$ cat config.mk
export PLATFORM = sky130hd
export DESIGN_NAME = json_byte_tokenizer
export DESIGN_NICKNAME = d
export VERILOG_FILES = /design/src/sv/jbt_pkg.sv /design/src/sv/jbt_lexer.sv /design/src/sv/jbt_rsp_fifo.sv /design/src/sv/json_byte_tokenizer.sv
export SDC_FILE = /design/constraint.sdc
export NUM_CORES = 1
export LEC_CHECK = 0
export ABC_AREA = 0
export BUFFER_PORTS_ARGS = -buffer_cell sky130_fd_sc_hd__buf_4
export CORE_MARGIN = 2
export CORE_UTILIZATION = 50
export CTS_CLUSTER_SIZE = 16
export DETAILED_ROUTE_END_ITERATION = 16
export PLACE_DENSITY = 0.65
export SKIP_CTS_REPAIR_TIMING = 1
export SYNTH_ARGS = -nofsm -noshare
export SYNTH_HDL_FRONTEND = slang
export SYNTH_SLANG_ARGS = --single-unit
$ cat constraint.sdc
create_clock -name clock -period 5.7 [get_ports clock]
set_clock_uncertainty 0.15 [all_clocks]
set_input_delay 0.57 -clock clock [delete_from_list [all_inputs] [get_ports clock]]
set_output_delay 0.57 -clock clock [all_outputs]
set_load 0.005 [all_outputs]
$ cat src/sv/jbt_pkg.sv
// ============================================================================
// jbt_pkg
// Shared constants and types for the JSON byte tokenizer: character codes,
// lexer mode codes, result entry layout and the push bundle that goes from
// the lexer to the result queue.
// ============================================================================
package jbt_pkg;

   // Character codes the lexer reacts to.
   localparam logic [7:0] CHAR_BACKSLASH = 8'h5C;
   localparam logic [7:0] CHAR_QUOTE     = 8'h22;
   localparam logic [7:0] CHAR_LBRACKET  = 8'h5B;
   localparam logic [7:0] CHAR_RBRACKET  = 8'h5D;
   localparam logic [7:0] CHAR_LBRACE    = 8'h7B;
   localparam logic [7:0] CHAR_RBRACE    = 8'h7D;
   localparam logic [7:0] CHAR_COMMA     = 8'h2C;
   localparam logic [7:0] CHAR_COLON     = 8'h3A;
   localparam logic [7:0] CHAR_SPACE     = 8'h20;
   localparam logic [7:0] CHAR_TAB       = 8'h09;
   localparam logic [7:0] CHAR_NEWLINE   = 8'h0A;

   // Lexer mode codes.
   localparam logic [1:0] MODE_BODY       = 2'd0;
   localparam logic [1:0] MODE_STRING     = 2'd1;
   localparam logic [1:0] MODE_ESC_BODY   = 2'd2;
   localparam logic [1:0] MODE_ESC_STRING = 2'd3;

   // Default depth of the result queue; at least three keeps one item a cycle while rsp_tready stays high.
   localparam int RSP_DEPTH_DEFAULT = 4;

   // One result beat.
   typedef struct packed {
      logic [7:0] out_byte;
      logic       token_end;
      logic       run_last;
   } rsp_entry_type;

   // Results of one lexer step, packed toward entry zero.
   typedef struct packed {
      logic [1:0]    count;
      rsp_entry_type entry0;
      rsp_entry_type entry1;
   } push_bundle_type;

endpackage

$ cat src/sv/jbt_lexer.sv
// ============================================================================
// jbt_lexer
// Lexer state and one-step token logic. Holds the mode, the held-back byte
// and its valid flag, and turns one input beat into zero, one or two results.
// ============================================================================
module jbt_lexer import jbt_pkg::*; (
   input  logic            clock,
   input  logic            reset,
   input  logic            step_valid,
   input  logic [7:0]      step_byte,
   input  logic            step_eoi,
   output push_bundle_type push
);

   logic [1:0] mode_ff, mode_in;
   logic       held_valid_ff, held_valid_in;
   logic [7:0] held_byte_ff, held_byte_in;

   logic       is_struct;
   logic       is_space;
   logic       do_append;
   logic       do_close;
   logic       do_struct;
   logic       emit_held;
   logic       emit_cur;
   rsp_entry_type held_entry;
   rsp_entry_type cur_entry;

   // Character classes.
   assign is_struct = (step_byte == CHAR_LBRACKET) || (step_byte == CHAR_RBRACKET) ||
                      (step_byte == CHAR_LBRACE)   || (step_byte == CHAR_RBRACE)   ||
                      (step_byte == CHAR_COMMA)    || (step_byte == CHAR_COLON);
   assign is_space  = (step_byte == CHAR_SPACE) || (step_byte == CHAR_TAB) ||
                      (step_byte == CHAR_NEWLINE);

   // Decide the action for this byte and the next mode.
   always_comb begin
      do_append = 1'b0;
      do_close  = 1'b0;
      do_struct = 1'b0;
      mode_in   = mode_ff;
      if (step_eoi) begin
         mode_in = MODE_BODY;
      end else begin
         case (mode_ff)
            MODE_BODY: begin
               if (step_byte == CHAR_BACKSLASH) begin
                  mode_in = MODE_ESC_BODY;
               end else if (step_byte == CHAR_QUOTE) begin
                  mode_in   = MODE_STRING;
                  do_append = 1'b1;
               end else if (is_struct) begin
                  do_struct = 1'b1;
               end else if (!is_space) begin
                  do_append = 1'b1;
               end
            end
            MODE_STRING: begin
               if (step_byte == CHAR_BACKSLASH) begin
                  mode_in = MODE_ESC_STRING;
               end else if (step_byte == CHAR_QUOTE) begin
                  mode_in   = MODE_BODY;
                  do_append = 1'b1;
                  do_close  = 1'b1;
               end else begin
                  do_append = 1'b1;
               end
            end
            MODE_ESC_BODY: begin
               mode_in   = MODE_BODY;
               do_append = 1'b1;
            end
            default: begin
               mode_in   = MODE_STRING;
               do_append = 1'b1;
            end
         endcase
      end
   end

   // The held byte goes out first; it ends its token unless a byte is appended.
   assign emit_held = held_valid_ff && (do_append || do_struct || step_eoi);
   assign emit_cur  = (do_append && do_close) || do_struct;

   assign held_entry = '{out_byte: held_byte_ff, token_end: !do_append, run_last: !emit_cur};
   assign cur_entry  = '{out_byte: step_byte, token_end: 1'b1, run_last: 1'b1};

   // Pack the results toward entry zero.
   always_comb begin
      push.count  = {1'b0, emit_held} + {1'b0, emit_cur};
      push.entry0 = emit_held ? held_entry : cur_entry;
      push.entry1 = cur_entry;
      if (!step_valid) begin
         push.count = 2'd0;
      end
   end

   // Held byte update.
   always_comb begin
      held_valid_in = held_valid_ff;
      held_byte_in  = held_byte_ff;
      if (do_append) begin
         held_byte_in  = step_byte;
         held_valid_in = !do_close;
      end else if (do_struct || step_eoi) begin
         held_valid_in = 1'b0;
      end
   end

   // State registers advance only on a step.
   always_ff @(posedge clock) begin
      if (reset) begin
         mode_ff       <= MODE_BODY;
         held_valid_ff <= 1'b0;
         held_byte_ff  <= 8'd0;
      end else if (step_valid) begin
         mode_ff       <= mode_in;
         held_valid_ff <= held_valid_in;
         held_byte_ff  <= held_byte_in;
      end
   end

endmodule

$ cat src/sv/jbt_rsp_fifo.sv
// ============================================================================
// jbt_rsp_fifo
// Result queue. Takes up to two entries per cycle from the lexer and hands
// them out one beat at a time. Signals room while two entries are free.
// ============================================================================
module jbt_rsp_fifo import jbt_pkg::*; #(
   parameter int DEPTH = RSP_DEPTH_DEFAULT
) (
   input  logic            clock,
   input  logic            reset,
   input  push_bundle_type push,
   output logic            room,
   output logic            rsp_tvalid,
   input  logic            rsp_tready,
   output rsp_entry_type   rsp_entry
);

   localparam int PTR_W = (DEPTH > 1) ? $clog2(DEPTH) : 1;
   localparam int CNT_W = $clog2(DEPTH + 1);
   localparam logic [PTR_W-1:0] PTR_LAST = PTR_W'(DEPTH - 1);
   localparam logic [CNT_W-1:0] ROOM_MAX = CNT_W'(DEPTH - 2);

   rsp_entry_type    mem_ff [DEPTH];
   logic [PTR_W-1:0] wr_ptr_ff, wr_ptr_in;
   logic [PTR_W-1:0] rd_ptr_ff, rd_ptr_in;
   logic [CNT_W-1:0] count_ff, count_in;
   logic [PTR_W-1:0] wr_ptr_1;
   logic [PTR_W-1:0] wr_ptr_2;
   logic [PTR_W-1:0] rd_ptr_1;
   logic             pop;

   assign pop        = rsp_tvalid && rsp_tready;
   assign rsp_tvalid = (count_ff != '0);
   assign rsp_entry  = mem_ff[rd_ptr_ff];
   assign room       = (count_ff <= ROOM_MAX);

   // Wrapping pointer increments.
   assign wr_ptr_1 = (wr_ptr_ff == PTR_LAST) ? '0 : wr_ptr_ff + 1'b1;
   assign wr_ptr_2 = (wr_ptr_1 == PTR_LAST) ? '0 : wr_ptr_1 + 1'b1;
   assign rd_ptr_1 = (rd_ptr_ff == PTR_LAST) ? '0 : rd_ptr_ff + 1'b1;

   // Pointer and fill count next values.
   always_comb begin
      case (push.count)
         2'd1:    wr_ptr_in = wr_ptr_1;
         2'd2:    wr_ptr_in = wr_ptr_2;
         default: wr_ptr_in = wr_ptr_ff;
      endcase
      rd_ptr_in = pop ? rd_ptr_1 : rd_ptr_ff;
      count_in  = count_ff + CNT_W'(push.count) - CNT_W'(pop);
   end

   always_ff @(posedge clock) begin
      if (reset) begin
         wr_ptr_ff <= '0;
         rd_ptr_ff <= '0;
         count_ff  <= '0;
      end else begin
         wr_ptr_ff <= wr_ptr_in;
         rd_ptr_ff <= rd_ptr_in;
         count_ff  <= count_in;
      end
   end

   // Entry storage.
   always_ff @(posedge clock) begin
      if (push.count != 2'd0) begin
         mem_ff[wr_ptr_ff] <= push.entry0;
      end
      if (push.count == 2'd2) begin
         mem_ff[wr_ptr_1] <= push.entry1;
      end
   end

endmodule

$ cat src/sv/json_byte_tokenizer.sv
// ============================================================================
// json_byte_tokenizer
// Splits a JSON byte stream into tokens. Each result beat carries one token
// byte, a token-end flag and a flag on the last result of its input beat.
// ============================================================================
//
// Channel  Direction  Payload
// req_     in         tdata: in_byte[7:0]; tuser: end_of_input
// rsp_     out        tdata: out_byte[7:0]; tuser: token_end; tlast: run_last
//
// One input beat is taken per cycle while req_tready is high. A beat is
// first held in the input register, then the lexer writes its zero, one
// or two results into the result queue, which offers them on rsp_.
// The input register moves on only while the queue has two free entries,
// so a stalled output side or a run of two-result beats backs up into
// req_tready. Reset clears the lexer mode, the held byte flag and the queue.
module json_byte_tokenizer import jbt_pkg::*; #(
   parameter int RSP_DEPTH = RSP_DEPTH_DEFAULT
) (
   input  logic       clock,
   input  logic       reset,
   input  logic       req_tvalid,
   output logic       req_tready,
   input  logic [7:0] req_tdata,   // [7:0] in_byte
   input  logic       req_tuser,   // [0] end_of_input
   output logic       rsp_tvalid,
   input  logic       rsp_tready,
   output logic [7:0] rsp_tdata,   // [7:0] out_byte
   output logic       rsp_tuser,   // [0] token_end
   output logic       rsp_tlast
);

   logic            in_valid_ff, in_valid_in;
   logic [7:0]      in_byte_ff;
   logic            in_eoi_ff;
   logic            room;
   logic            step;
   logic            req_fire;
   push_bundle_type push;
   rsp_entry_type   rsp_entry;

   // Input register advances when the queue can take a whole step.
   assign step       = in_valid_ff && room;
   assign req_tready = !in_valid_ff || room;
   assign req_fire   = req_tvalid && req_tready;
   assign in_valid_in = req_fire || (in_valid_ff && !step);

   always_ff @(posedge clock) begin
      if (reset) begin
         in_valid_ff <= 1'b0;
      end else begin
         in_valid_ff <= in_valid_in;
      end
   end

   always_ff @(posedge clock) begin
      if (req_fire) begin
         in_byte_ff <= req_tdata;
         in_eoi_ff  <= req_tuser;
      end
   end

   // Token logic.
   jbt_lexer u_lexer (
      .clock      (clock),
      .reset      (reset),
      .step_valid (step),
      .step_byte  (in_byte_ff),
      .step_eoi   (in_eoi_ff),
      .push       (push)
   );

   // Result queue.
   jbt_rsp_fifo #(
      .DEPTH (RSP_DEPTH)
   ) u_rsp_fifo (
      .clock      (clock),
      .reset      (reset),
      .push       (push),
      .room       (room),
      .rsp_tvalid (rsp_tvalid),
      .rsp_tready (rsp_tready),
      .rsp_entry  (rsp_entry)
   );

   assign rsp_tdata = rsp_entry.out_byte;
   assign rsp_tuser = rsp_entry.token_end;
   assign rsp_tlast = rsp_entry.run_last;

endmodule
==> summary.txt <==
Status -> complete, no violations
Switching Share -> 25.9%
Number of max-cap violations -> 0
Critical R2R Capture -> u_rsp_fifo.mem_ff[1][5]$_DFFE_PP_
Vias -> 2278
Flop pwr share -> 48.2%
Hold Startpoint -> req_tdata[7]
Detailed Place HPWL -> 5040 um
Final nets -> 339
Yosys warnings -> 0
Clock power share -> 33.6%
Worst hold endpoint -> in_byte_ff[7]$_DFFE_PP_
Crit. End Element -> flip-flop
Syn Inst Count -> 289
Final Hold Viols -> 0
Iteration-0 DRC count of the detailed router -> 150
NetSw -> 0.000337 W
M1 WL -> 3370 um
DR DRC count -> 0
Rows -> 30
Critical Path AT -> 4.43 ns
Leak Pwr -> 1.47 nW
Core area -> 0.00679 mm2
Max Used Layer -> met4
Setup TNS Final -> 0 ns
Routed vias/inst -> 5.53
Initial Util -> 51.6%
Peak supply drop -> 0.201 mV
Die Wd -> 87.7 um
RSZ-0062 raised after global routing -> no
GPL Wtd Cong -> 0.811
Combinational power share -> 18.2%
Detail Route Antenna Nets -> 0
PortBufs -> 24
H-tree levels -> 3
Die Span Y -> 87.7 um
Power density cells -> 327 mW/mm2
Layout Cells excl Fill -> 412
Clock Pin Slew Worst Setup and Hold Paths -> 0.08 ns
Critical path required time -> 5.76 ns
Power Internal -> 0.000963 W
Synth async-reset ratio -> 0%
Drt total wl -> 7000 um
Share of cells above drive strength 1 -> 19.0%
CTS buffer count -> 9
Worst hold path type -> primary input to flip-flop
Post-synth cell types -> 40
Minimum clock period -> 4.37 ns
Clk_lat worst skew -> 0.35 ns
Initial antenna violation count -> 0
Primary FF master, synth -> edfxtp_1
Placed Instances -> 396
Vias in the first global route -> 2237
DRT Pass-1 Iters -> 4
First-pass GRT wire length -> 11700 um
DIE AREA -> 0.00769 mm2
Worst Setup Start Kind -> flip-flop
Root Buffer -> clkbuf_8
Fin crit share -> 76.6%
Layout area overhead -> 13.6%
IO Pins -> 25
EDFF count, synth -> 41
Gr usage total -> 20.6%
Wire length per cell -> 17.0 um
#FFs+latches synth -> 70
Remaining Overflow, GRT -> 0
Synthesized net count -> 317
Clock tree buffer depth -> 2
Hold path cells -> 1
Worst-Margin Slew -> 0.962 ns
Avg Inst Size Synth -> 12.1 um2
Final Max Slew Viols -> 0
CTS tree -> built
Routed wl met2 -> 3250 um
R2R depth -> 11
Sequential area share after synthesis -> 51.7%
Syn Std Cell Area -> 0.00350 mm2
Ant diodes -> 0
Worst reg2reg setup slack -> 1.33 ns
DR WL met3 -> 303 um
Fill cell count -> 566
R2r startpoint -> in_byte_ff[7]$_DFFE_PP_
Fmax -> 229 MHz
Worst Setup Path Type -> flip-flop to flip-flop
Worst Path Max Fanout -> 8
Setup Viol. Count Final -> 0
Clock sink total -> 70
Relative slew slack -> 35.8%
Largest net degree at the start of global routing -> 29
stage by stage:
step | hold WS [ns] | total power [W] | worst slack, ns | area (um2) | utilization (%)
after detailed placement | 0.327 | 0.000879 | 1.36 | 3770 | 55.5
final | 0.244 | 0.00130 | 1.33 | 3980 | 58.6
after global routing | 0.226 | 0.00137 | 0.986 | 3980 | 58.6
after CTS | 0.229 | 0.00131 | 1.33 | 3980 | 58.6
after global placement | 0.323 | 0.000876 | 1.44 | 3770 | 55.5
after floorplan | 0.299 | 0.000770 | 1.79 | 3500 | -
registers in the layout, indices dropped and copies added, names as in the netlist, named ones only:
signal and flops:
u_lexer.held_byte_ff 8, u_rsp_fifo.count_ff 3, u_rsp_fifo.rd_ptr_ff 2, in_valid_ff 1
u_lexer.held_valid_ff 1, u_lexer.mode_ff 2, in_byte_ff 8, u_rsp_fifo.wr_ptr_ff 2
u_rsp_fifo.mem_ff 40, in_eoi_ff 1
how the worst max path moves through the flow:
stage,from,end,depth (start not counted)
final,in_byte_ff[7]$_DFFE_PP_,u_rsp_fifo.mem_ff[1][5]$_DFFE_PP_,11
after global routing,in_byte_ff[7]$_DFFE_PP_,u_rsp_fifo.mem_ff[1][5]$_DFFE_PP_,11
after CTS,in_byte_ff[7]$_DFFE_PP_,u_rsp_fifo.mem_ff[1][5]$_DFFE_PP_,11
after detailed placement,in_byte_ff[7]$_DFFE_PP_,u_rsp_fifo.mem_ff[1][5]$_DFFE_PP_,11
after global placement,in_byte_ff[7]$_DFFE_PP_,u_rsp_fifo.mem_ff[1][4]$_DFFE_PP_,11
after floorplan,in_byte_ff[4]$_DFFE_PP_,u_rsp_fifo.mem_ff[1][2]$_DFFE_PP_,13
layout make-up:
class / count / area, um2 / share of cell area [%]
clock inverter: 6 / 86.3 / 2.17
sequential: 70 / 1810 / 45.5
clock buffer: 10 / 128 / 3.21
inverter: 17 / 66.3 / 1.67
multi-input combinational: 185 / 1560 / 39.2
timing repair buffer: 28 / 210 / 5.28
tap: 96 / 120 / 3.02
worst max-delay path, stage by stage, from the launching register on:
cell and delay [ns]:
edfxtp_1 0.51, or4_1 0.61, or4_4 0.46, o221ai_4 0.27, inv_4 0.12, ha_1 0.28
and3_1 0.17, inv_1 0.06, ha_1 0.21, nand2b_1 0.27, nor3b_1 0.84, a22o_1 0.27
routing by layer:
metal,vias up,global-route usage (%)
met1,1091,29.5
met5,-,0
met4,0,8.11
met3,4,5.09
met2,62,30.3
li1,1121,-
power by group through the flow:
stage	clock network (W)	logic (W)	registers, W
after floorplan	0	0.000170	0.000600
after global placement	0	0.000238	0.000638
after detailed placement	0	0.000239	0.000640
after CTS	0.000445	0.000241	0.000628
after global routing	0.000467	0.000265	0.000638
final	0.000436	0.000237	0.000627
cells in the final DEF, fill, tap and decap left out, types with 12 or more instances in the layout:
cell type / instances
edfxtp_1: 41
a22o_1: 32
dfxtp_1: 29
buf_4: 28
nand2_1: 23
nand2b_1: 22
inv_1: 16
ha_1: 14
a21oi_1: 12
cell families after synthesis:
kind of cell | synth area share, %
and+or+nand+nor | 12.6
DFF | 51.7
AOI/OAI and AO/OA | 16.0
buffers and inverters | 3.79
muxes | 9.04
adders and majority gates | 5.57
xor gates and xnor gates | 1.25
Yosys cell counts, types with 3 or more instances:
| master | number | area share [%] |
|---|---|---|
| inv_1 | 16 | 1.7 |
| nand2b_1 | 22 | 3.9 |
| mux2i_1 | 8 | 2.3 |
| clkbuf_1 | 15 | 1.6 |
| dfxtp_1 | 29 | 17 |
| o211ai_1 | 10 | 2.1 |
| a21oi_1 | 12 | 1.7 |
| o21ai_4 | 4 | 1.9 |
| nor3_1 | 3 | 0.43 |
| xor2_1 | 4 | 1.0 |
| edfxtp_1 | 41 | 35 |
| nor3b_1 | 7 | 1.5 |
| ha_1 | 14 | 5.0 |
| nor2_1 | 7 | 0.75 |
| nand2_1 | 23 | 2.5 |
| mux4_2 | 10 | 6.4 |
| a22o_1 | 32 | 8.0 |
No activity file was read; power rests on OpenSTA's default activity.
